--- src/rtl/core/button_hold_tracker_macros.svh ---
// Assertion helpers shared by the tracker modules.
// Each expects clk and rst_n in scope.
`ifndef BUTTON_HOLD_TRACKER_MACROS_SVH
`define BUTTON_HOLD_TRACKER_MACROS_SVH

// Same-cycle implication, quiet during reset
`define BHT_ASSERT_NOW(lbl, ante, cons, msg) \
  lbl: assert property (@(posedge clk) disable iff (!rst_n) (ante) |-> (cons)) else $error(msg);

// Next-cycle implication, quiet during reset
`define BHT_ASSERT_NEXT(lbl, ante, cons, msg) \
  lbl: assert property (@(posedge clk) disable iff (!rst_n) (ante) |=> (cons)) else $error(msg);

`endif

--- src/rtl/core/bht_pkg.sv ---
`default_nettype none

package bht_pkg;

  localparam int unsigned BUTTON_COUNT = 22;
  localparam int unsigned KEYPAD_COUNT = 16;

  localparam logic [15:0] RELEASE_MARK = 16'hFFFF;
  localparam logic [15:0] COUNT_MAX    = 16'hFFFE;

  // Keypad bit 14 is active high, all others active low
  localparam logic [15:0] ACTIVE_HIGH_MASK = 16'h4000;

  localparam logic [11:0] LOW_THRESHOLD_RESET  = 12'd100;
  localparam logic [11:0] HIGH_THRESHOLD_RESET = 12'd1000;

  // Configuration register indexes
  localparam logic [1:0] REG_LOW_THRESHOLD  = 2'd0;
  localparam logic [1:0] REG_HIGH_THRESHOLD = 2'd1;

  // Key characters
  localparam logic [6:0] KEY_ONE  = 7'h31;
  localparam logic [6:0] KEY_STAR = 7'h2A;
  localparam logic [6:0] KEY_ZERO = 7'h30;
  localparam logic [6:0] KEY_HASH = 7'h23;
  localparam logic [6:0] KEY_A    = 7'h41;
  localparam logic [6:0] KEY_NONE = 7'h00;

  typedef enum logic [2:0] {
    ST_IDLE,
    ST_UPDATE,
    ST_LOAD,
    ST_CALC,
    ST_FINISH
  } bht_state_t;

  // Controller to datapath
  typedef struct packed {
    logic capture;
    logic update;
    logic load;
    logic step;
    logic finish;
  } bht_cmd_t;

  // Datapath to controller
  typedef struct packed {
    logic last_step;
    logic out_free;
  } bht_status_t;

  // Key character of keypad button idx
  function automatic logic [6:0] key_of(input logic [3:0] idx);
    logic [6:0] code;
    if (idx inside {[4'd0:4'd8]}) begin
      code = KEY_ONE + {3'd0, idx};
    end else begin
      case (idx)
        4'd9:  code = KEY_STAR;
        4'd10: code = KEY_ZERO;
        4'd11: code = KEY_HASH;
        default: code = KEY_A + {3'd0, idx - 4'd12};
      endcase
    end
    return code;
  endfunction

endpackage

`default_nettype wire

--- src/rtl/core/button_hold_tracker.sv ---
`default_nettype none

// Button hold tracker. Each input item is one tick: four 12-bit analog
// samples, the 16-bit keypad port word and a query (button, period, time).
// All 22 hold counters are updated together, then a 16-step sequence
// computes the queried counter modulo the period one bit a step while it
// scans the keypad release flags for the lowest released key. The result is
// registered after the update, load, 16 modulo steps and finish, and no new
// item is taken before that. The next item is taken the cycle after the
// result is registered, even while it waits on out_stall.
// Thresholds are written on the cfg channel (index 0 low, 1 high; others are
// ignored) and reset to 100 and 1000. Counters clear at reset.
module button_hold_tracker (
  input  wire logic        clk,
  input  wire logic        rst_n,
  // Configuration
  input  wire logic        cfg_valid,
  output logic             cfg_ready,
  input  wire logic [1:0]  cfg_index,
  input  wire logic [11:0] cfg_data,
  // Input items
  input  wire logic        in_valid,
  output logic             in_stall,
  input  wire logic [11:0] in_x_sample,
  input  wire logic [11:0] in_y_sample,
  input  wire logic [11:0] in_a_sample,
  input  wire logic [11:0] in_b_sample,
  input  wire logic [15:0] in_port_bits,
  input  wire logic [4:0]  in_query_button,
  input  wire logic [15:0] in_query_period,
  input  wire logic [15:0] in_query_time,
  // Result items
  output logic             out_valid,
  input  wire logic        out_stall,
  output logic             out_is_pressed,
  output logic             out_is_released,
  output logic             out_held_match,
  output logic             out_repeat_hit,
  output logic [15:0]      out_time_held,
  output logic [6:0]       out_key_code
);

  logic [11:0] low_threshold_r, high_threshold_r;
  bht_pkg::bht_cmd_t    cmd;
  bht_pkg::bht_status_t status;

  assign cfg_ready = 1'b1;

  // Hold thresholds
  always_ff @(posedge clk) begin
    if (!rst_n) begin
      low_threshold_r  <= bht_pkg::LOW_THRESHOLD_RESET;
      high_threshold_r <= bht_pkg::HIGH_THRESHOLD_RESET;
    end else if (cfg_valid && cfg_ready) begin
      case (cfg_index)
        bht_pkg::REG_LOW_THRESHOLD:  low_threshold_r  <= cfg_data;
        bht_pkg::REG_HIGH_THRESHOLD: high_threshold_r <= cfg_data;
        default: ;
      endcase
    end
  end

  bht_ctrl u_ctrl (
    .clk      (clk),
    .rst_n    (rst_n),
    .in_valid (in_valid),
    .in_stall (in_stall),
    .status   (status),
    .cmd      (cmd)
  );

  bht_datapath u_datapath (
    .clk            (clk),
    .rst_n          (rst_n),
    .cmd            (cmd),
    .status         (status),
    .low_threshold  (low_threshold_r),
    .high_threshold (high_threshold_r),
    .x_sample       (in_x_sample),
    .y_sample       (in_y_sample),
    .a_sample       (in_a_sample),
    .b_sample       (in_b_sample),
    .port_bits      (in_port_bits),
    .query_button   (in_query_button),
    .query_period   (in_query_period),
    .query_time     (in_query_time),
    .out_stall      (out_stall),
    .out_valid      (out_valid),
    .is_pressed     (out_is_pressed),
    .is_released    (out_is_released),
    .held_match     (out_held_match),
    .repeat_hit     (out_repeat_hit),
    .time_held      (out_time_held),
    .key_code       (out_key_code)
  );

endmodule

`default_nettype wire

--- src/rtl/core/bht_ctrl.sv ---
`default_nettype none

module bht_ctrl (
  input  wire logic                 clk,
  input  wire logic                 rst_n,
  input  wire logic                 in_valid,
  output logic                      in_stall,
  input  wire bht_pkg::bht_status_t status,
  output bht_pkg::bht_cmd_t         cmd
);

  bht_pkg::bht_state_t state_r, state_nxt;

  // Hold state
  always_ff @(posedge clk) begin
    if (!rst_n) begin
      state_r <= bht_pkg::ST_IDLE;
    end else begin
      state_r <= state_nxt;
    end
  end

  // Advance through capture, update, load, 16 steps and finish
  always_comb begin
    state_nxt = state_r;
    case (state_r)
      bht_pkg::ST_IDLE:   if (in_valid) state_nxt = bht_pkg::ST_UPDATE;
      bht_pkg::ST_UPDATE: state_nxt = bht_pkg::ST_LOAD;
      bht_pkg::ST_LOAD:   state_nxt = bht_pkg::ST_CALC;
      bht_pkg::ST_CALC:   if (status.last_step) state_nxt = bht_pkg::ST_FINISH;
      bht_pkg::ST_FINISH: if (status.out_free) state_nxt = bht_pkg::ST_IDLE;
      default:            state_nxt = bht_pkg::ST_IDLE;
    endcase
  end

  // Drive commands
  always_comb begin
    cmd      = '0;
    in_stall = 1'b1;
    case (state_r)
      bht_pkg::ST_IDLE: begin
        in_stall    = 1'b0;
        cmd.capture = in_valid;
      end
      bht_pkg::ST_UPDATE: cmd.update = 1'b1;
      bht_pkg::ST_LOAD:   cmd.load   = 1'b1;
      bht_pkg::ST_CALC:   cmd.step   = 1'b1;
      bht_pkg::ST_FINISH: cmd.finish = status.out_free;
      default:            cmd        = '0;
    endcase
  end

  `include "button_hold_tracker_macros.svh"

  `BHT_ASSERT_NEXT(a_accept_to_update, in_valid && !in_stall, state_r == bht_pkg::ST_UPDATE, "accepted item did not start update")
  `BHT_ASSERT_NEXT(a_last_to_finish, (state_r == bht_pkg::ST_CALC) && status.last_step, state_r == bht_pkg::ST_FINISH, "last step did not lead to finish")
  `BHT_ASSERT_NOW(a_single_cmd, 1'b1, $onehot0(cmd), "more than one command at once")

endmodule

`default_nettype wire

--- src/rtl/core/bht_datapath.sv ---
`default_nettype none

module bht_datapath (
  input  wire logic                 clk,
  input  wire logic                 rst_n,
  input  wire bht_pkg::bht_cmd_t    cmd,
  output bht_pkg::bht_status_t      status,
  input  wire logic [11:0]          low_threshold,
  input  wire logic [11:0]          high_threshold,
  input  wire logic [11:0]          x_sample,
  input  wire logic [11:0]          y_sample,
  input  wire logic [11:0]          a_sample,
  input  wire logic [11:0]          b_sample,
  input  wire logic [15:0]          port_bits,
  input  wire logic [4:0]           query_button,
  input  wire logic [15:0]          query_period,
  input  wire logic [15:0]          query_time,
  input  wire logic                 out_stall,
  output logic                      out_valid,
  output logic                      is_pressed,
  output logic                      is_released,
  output logic                      held_match,
  output logic                      repeat_hit,
  output logic [15:0]               time_held,
  output logic [6:0]                key_code
);

  localparam int unsigned NB = bht_pkg::BUTTON_COUNT;
  localparam int unsigned NK = bht_pkg::KEYPAD_COUNT;

  // Captured item
  logic [11:0] x_r, y_r, a_r, b_r;
  logic [15:0] port_r, period_r, qtime_r;
  logic [4:0]  qb_r;

  // Hold counters and keypad release flags
  logic [15:0] cnt_r [NB];
  logic [15:0] cnt_nxt [NB];
  logic [NK-1:0] rel_r;
  logic [NB-1:0] down;

  // Query and modulo unit
  logic [15:0] c_r, div_r;
  logic [16:0] rem_r, rem_shift;
  logic [3:0]  step_r;
  logic        found_r;
  logic [6:0]  key_r;
  logic        rep;

  logic out_valid_r;

  // Capture the item
  always_ff @(posedge clk) begin
    if (cmd.capture) begin
      x_r      <= x_sample;
      y_r      <= y_sample;
      a_r      <= a_sample;
      b_r      <= b_sample;
      port_r   <= port_bits;
      qb_r     <= query_button;
      period_r <= query_period;
      qtime_r  <= query_time;
    end
  end

  // Decode which buttons are down
  always_comb begin
    down[NK-1:0] = ~port_r ^ bht_pkg::ACTIVE_HIGH_MASK;
    down[16]     = (a_r == 12'd0);
    down[17]     = (b_r == 12'd0);
    down[18]     = (y_r < low_threshold);
    down[19]     = (y_r > high_threshold);
    down[20]     = (x_r > high_threshold);
    down[21]     = (x_r < low_threshold);
  end

  // Next counter values, one per button
  always_comb begin
    for (int i = 0; i < NB; i++) begin
      cnt_nxt[i] = cnt_r[i];
      if (down[i]) begin
        if (cnt_r[i] < bht_pkg::COUNT_MAX) begin
          cnt_nxt[i] = cnt_r[i] + 16'd1;
        end else if (cnt_r[i] == bht_pkg::RELEASE_MARK) begin
          cnt_nxt[i] = 16'd1;
        end
      end else if (cnt_r[i] != 16'd0) begin
        cnt_nxt[i] = (cnt_r[i] == bht_pkg::RELEASE_MARK) ? 16'd0 : bht_pkg::RELEASE_MARK;
      end
    end
  end

  // Update all counters and note released keypad buttons
  always_ff @(posedge clk) begin
    if (!rst_n) begin
      for (int i = 0; i < NB; i++) begin
        cnt_r[i] <= 16'd0;
      end
    end else if (cmd.update) begin
      for (int i = 0; i < NB; i++) begin
        cnt_r[i] <= cnt_nxt[i];
      end
    end
  end

  always_ff @(posedge clk) begin
    if (cmd.update) begin
      for (int i = 0; i < NK; i++) begin
        rel_r[i] <= (cnt_nxt[i] == bht_pkg::RELEASE_MARK);
      end
    end
  end

  // Shift in the next dividend bit
  assign rem_shift = {rem_r[15:0], div_r[15]};

  // Load the query, then run one modulo bit and one scan entry per step
  always_ff @(posedge clk) begin
    if (cmd.load) begin
      c_r     <= (qb_r < 5'(NB)) ? cnt_r[qb_r] : 16'd0;
      div_r   <= (qb_r < 5'(NB)) ? cnt_r[qb_r] : 16'd0;
      rem_r   <= 17'd0;
      step_r  <= 4'd0;
      found_r <= 1'b0;
      key_r   <= bht_pkg::KEY_NONE;
    end else if (cmd.step) begin
      div_r  <= {div_r[14:0], 1'b0};
      rem_r  <= (rem_shift >= {1'b0, period_r}) ? rem_shift - {1'b0, period_r} : rem_shift;
      step_r <= step_r + 4'd1;
      if (!found_r && rel_r[step_r]) begin
        found_r <= 1'b1;
        key_r   <= bht_pkg::key_of(step_r);
      end
    end
  end

  assign rep = (c_r != 16'd0) && (c_r != bht_pkg::RELEASE_MARK) &&
               ((period_r <= 16'd1) || (rem_r == 17'd1));

  // Result register
  always_ff @(posedge clk) begin
    if (!rst_n) begin
      out_valid_r <= 1'b0;
    end else if (cmd.finish) begin
      out_valid_r <= 1'b1;
    end else if (out_valid_r && !out_stall) begin
      out_valid_r <= 1'b0;
    end
  end

  always_ff @(posedge clk) begin
    if (cmd.finish) begin
      is_pressed  <= (c_r == 16'd1);
      is_released <= (c_r == bht_pkg::RELEASE_MARK);
      held_match  <= ({1'b0, c_r} == ({1'b0, qtime_r} + 17'd1));
      repeat_hit  <= rep;
      time_held   <= (c_r == bht_pkg::RELEASE_MARK) ? 16'd0 : c_r;
      key_code    <= key_r;
    end
  end

  assign out_valid        = out_valid_r;
  assign status.last_step = (step_r == 4'd15);
  assign status.out_free  = !out_valid_r || !out_stall;

  `include "button_hold_tracker_macros.svh"

  `BHT_ASSERT_NEXT(a_finish_sets_valid, cmd.finish, out_valid_r, "finish did not present a result")
  `BHT_ASSERT_NOW(a_repeat_needs_hold, out_valid_r && repeat_hit, time_held != 16'd0, "repeat flagged on idle button")
  `BHT_ASSERT_NOW(a_key_needs_found, !found_r && (cmd.step || cmd.finish), key_r == bht_pkg::KEY_NONE, "key code set without a released button")

endmodule

`default_nettype wire

--- config.mk ---
export PLATFORM = sky130hd
export DESIGN_NAME = button_hold_tracker
export DESIGN_NICKNAME = d
export VERILOG_FILES = /design/src/rtl/core/bht_pkg.sv /design/src/rtl/core/button_hold_tracker.sv /design/src/rtl/core/bht_ctrl.sv /design/src/rtl/core/bht_datapath.sv
export VERILOG_INCLUDE_DIRS = /design/src /design/src/rtl/core
export SDC_FILE = /design/constraint.sdc
export NUM_CORES = 2
export LEC_CHECK = 0
export BUFFER_PORTS_ARGS = -buffer_cell sky130_fd_sc_hd__buf_2
export CAP_MARGIN = 30
export CELL_PAD_IN_SITES_DETAIL_PLACEMENT = 1
export CELL_PAD_IN_SITES_GLOBAL_PLACEMENT = 1
export CORE_AREA = 2 2 280 282
export DETAILED_ROUTE_END_ITERATION = 12
export DIE_AREA = 0 0 282 284
export PLACE_DENSITY_LB_ADDON = 0.1
export SETUP_SLACK_MARGIN = 0.5
export SLEW_MARGIN = 5
export SYNTH_ARGS = -nofsm -noshare
export SYNTH_HDL_FRONTEND = slang
export SYNTH_HIERARCHICAL = 1
export SYNTH_SLANG_ARGS = --single-unit
--- constraint.sdc ---
create_clock -name clk -period 13 [get_ports clk]
set_clock_uncertainty 0.15 [all_clocks]
set_input_delay 0 -clock clk [delete_from_list [all_inputs] [get_ports clk]]
set_output_delay 0 -clock clk [all_outputs]
set_load 0.05 [all_outputs]
==> summary.md <==
| Metric | Value |
|---|---|
| Outcome | finished clean |
| Commonest non-fill, non-tap cell in the layout | edfxtp_1 |
| Power Internal | 4.08 mW |
| Maxcap violations | 0 |
| Worst Path Class, Setup | reg -> reg |
| EDFF count, synth | 528 |
| Fin nets | 4,311 |
| Sequential area share after synthesis | 44.7% |
| Ranking of synthesized cells by area | edfxtp_1 (41%), mux4_2 (5.9%), ha_1 (3.8%) |
| Global-route wire length before repair | 217,000 µm |
| Worst Path Max Fanout | 14 |
| Final ANT Viol Nets | 0 |
| Power density over cell area | 134 nW/µm² |
| Vias/cell | 6.67 |
| # port buffers | 148 |
| CORE AREA | 77,000 µm² |
| Hold_buf cts | 230 |
| Combinational share of power | 18.6% |
| DP Cell Count | 4,803 |
| Synth async-reset ratio | 0% |
| Clk slew on worst S/H paths | 0.06 ns |
| WL final | 141,000 µm |
| Critical path arrival | 3.97 ns |
| Vias in the first global route | 35,700 |
| Max-slew violation count | 0 |
| DRC | 0 |
| Synth Register Bits | 590 |
| Total GRT Usage | 34.9% |
| Hold WC Path Type | in -> reg |
| Net Sw Frac | 31.7% |
| Commonest cells after routing, fill and taps aside | edfxtp_1 (528), nor2_1 (372), nand2_1 (276) |
| Synthesis Warnings | 6 |
| Distinct cells, synth | 103 |
| Setup bufs post-CTS | 0 |
| Net load switching power | 1.89 mW |
| Final min period | 3.61 ns |
| Post-DP HPWL | 96,500 µm |
| Fin cells | 5,175 |
| Post-detailed-route wirelength per cell | 27.3 µm |
| DR pass1 iterations | 6 |
| RSZ-0062 raised after global routing | false |
| Clock Power Share | 35.8% |
| Die X-Extent | 282 µm |
| Main flop type after synthesis | edfxtp_1 |
| Hold Vio Cnt, Final | 0 |
| Initial antenna violation count | 6 |
| Synth-to-layout area growth | 16.7% |
| Clock sink count | 590 |
| Fmax | 277 MHz |
| DR vias | 34,500 |
| Syn Area/Cell | 10.1 µm² |
| Area leader, netlist | edfxtp_1 |
| Starting density of the core | 49.7% |
| Layout cells sized above 1 | 11.4% |
| Clk root buf | clkbuf_16 |
| Slew headroom | 25.4% |
| Row Count | 102 |
| I/O Pins | 150 |
| Startpoint Class | register |
| Syn Nets | 4,019 |
| Full die area | 80,100 µm² |
| Share of the synthesized area in the top cell type | 41.4% |
| CTS tree | built |
| Post-Syn Area | 38,300 µm² |
| Leak | 16.2 nW |
| Sequential Power Share | 45.6% |
| Clk buf depth | 3 |
| Worst Path Required | 13.36 ns |
| Largest net degree at the start of global routing | 76 |
| Worst-Margin Slew | 1.11 ns |
| Post-layout utilization of the core | 58.0% |
| H-tree depth | 3 |
| Worst skew pair latency | 0.63 ns |
| Synth Instances | 3,783 |
| Gr ovfl total | 0 |
| GP Congestion | 0.982 |
| Number of gates resized after CTS | 0 |
| Setup TNS | 0 ns |
| Crit. End Element | register |
| Total CTS buffers | 72 |
| Iteration-0 DRC Markers | 3,024 |
| Maximum vdd drop | 0.0947 mV |
| Final Cycle Share | 27.8% |
| Die height | 284 µm |
| Final total power | 5.98 mW |
| Final Setup Violations | 0 |
kinds of logic after synthesis:
family          count (synthesis)  synth area share (%)
other cells                     1               0.00980
buf+inv                       345                  3.59
fa+ha+maj                     116                  3.81
compound gates                733                  12.5
flops                         590                  44.7
mux                           216                  9.06
simple gates                 1570                  21.5
xor+xnor                      212                  4.85
path summary, 6_finish.rpt:
path	slack [ns]	depth (start not counted)	endpoint	startpoint
max	9.39	9	u_datapath/rem_r[3]$_SDFFE_PP0P_	u_datapath/period_r[3]$_DFFE_PP_
min	0.05	2	u_datapath/qb_r[3]$_DFFE_PP_	in_query_button[3]
max reg2reg	9.39	9	u_datapath/rem_r[3]$_SDFFE_PP0P_	u_datapath/period_r[3]$_DFFE_PP_
min reg2reg	0.29	0	u_datapath/key_code[3]$_DFFE_PP_	u_datapath/key_r[3]$_SDFFE_PP0P_
flip-flops by register name, summed over array words and instances, names as in the netlist, 3 cells and up, named ones only:
register	count
high_threshold_r	12
u_datapath/step_r	4
low_threshold_r	12
u_datapath/x_r	12
u_datapath/port_r	16
u_datapath/key_code	7
u_datapath/time_held	16
u_datapath/div_r	16
u_datapath/period_r	16
u_datapath/b_r	12
u_datapath/cnt_r	352
u_datapath/qb_r	5
u_datapath/rem_r	17
u_datapath/key_r	7
u_datapath/rel_r	16
u_datapath/y_r	12
u_ctrl/state_r	3
u_datapath/qtime_r	16
u_datapath/c_r	16
u_datapath/a_r	12
power by group through the flow:
stage	registers, mW	clock network [mW]	logic (mW)
floorplan	2.51	0	0.796
global placement	2.73	0	0.953
detailed placement	2.74	0	1.01
CTS	2.70	2.15	1.07
global route	2.74	2.24	1.20
finish	2.72	2.14	1.11
cells in the mapped netlist (all sizes together) (62+ instances only):
library cell and count:
nand4 132, a21oi 191, nor2 374, dfxtp 62, xor2 104, xnor2 108, inv 144, nand3 193
o21ai 180, nor4 97, clkbuf 148, nor3 101, nand2 278, mux2i 87, edfxtp 528, mux4 101
and3 106, ha 115
layout make-up:
class                           count  area [µm²]
Timing Repair Buffer              410        3390
Multi-Input combinational cell   2848       19900
Sequential cell                   590       17100
Clock buffer                       83        1870
Antenna cell                        4        10.0
Tap cell                         1040        1300
Clock inverter                     47         553
Fill cell                        8302       32300
Inverter                          153         574
stage by stage:
| stage | worst slack (ns) | instance area, µm² | hold WS [ns] |
|---|---|---|---|
| floorplan | 3.59 | 38300 | -0.0511 |
| global placement | 9.24 | 39700 | 0.0266 |
| detailed placement | 9.20 | 39800 | 0.0283 |
| CTS | 9.17 | 44500 | 0.0209 |
| global route | 9.29 | 44700 | 0.0498 |
| finish | 9.39 | 44700 | 0.0452 |
critical path: stages (launching register included):
cell	delay (ns)
edfxtp_1	0.45
inv_1	0.08
ha_1	0.39
o21ai_0	0.14
a21o_1	0.21
a211oi_1	0.51
or4_4	0.24
and3_1	0.71
mux2i_1	0.23
a211oi_1	0.39
metal layers:
metal	wire length, µm	track usage (%)	share of wire, %	vias up
met5	11	0	0.0078	-
met4	6310	15.2	4.5	2
met2	66600	56.2	47	1689
met1	56500	45.7	40	17300
li1	-	-	-	15100
met3	11900	6.78	8.4	378
No activity file was read; power rests on OpenSTA's default activity.
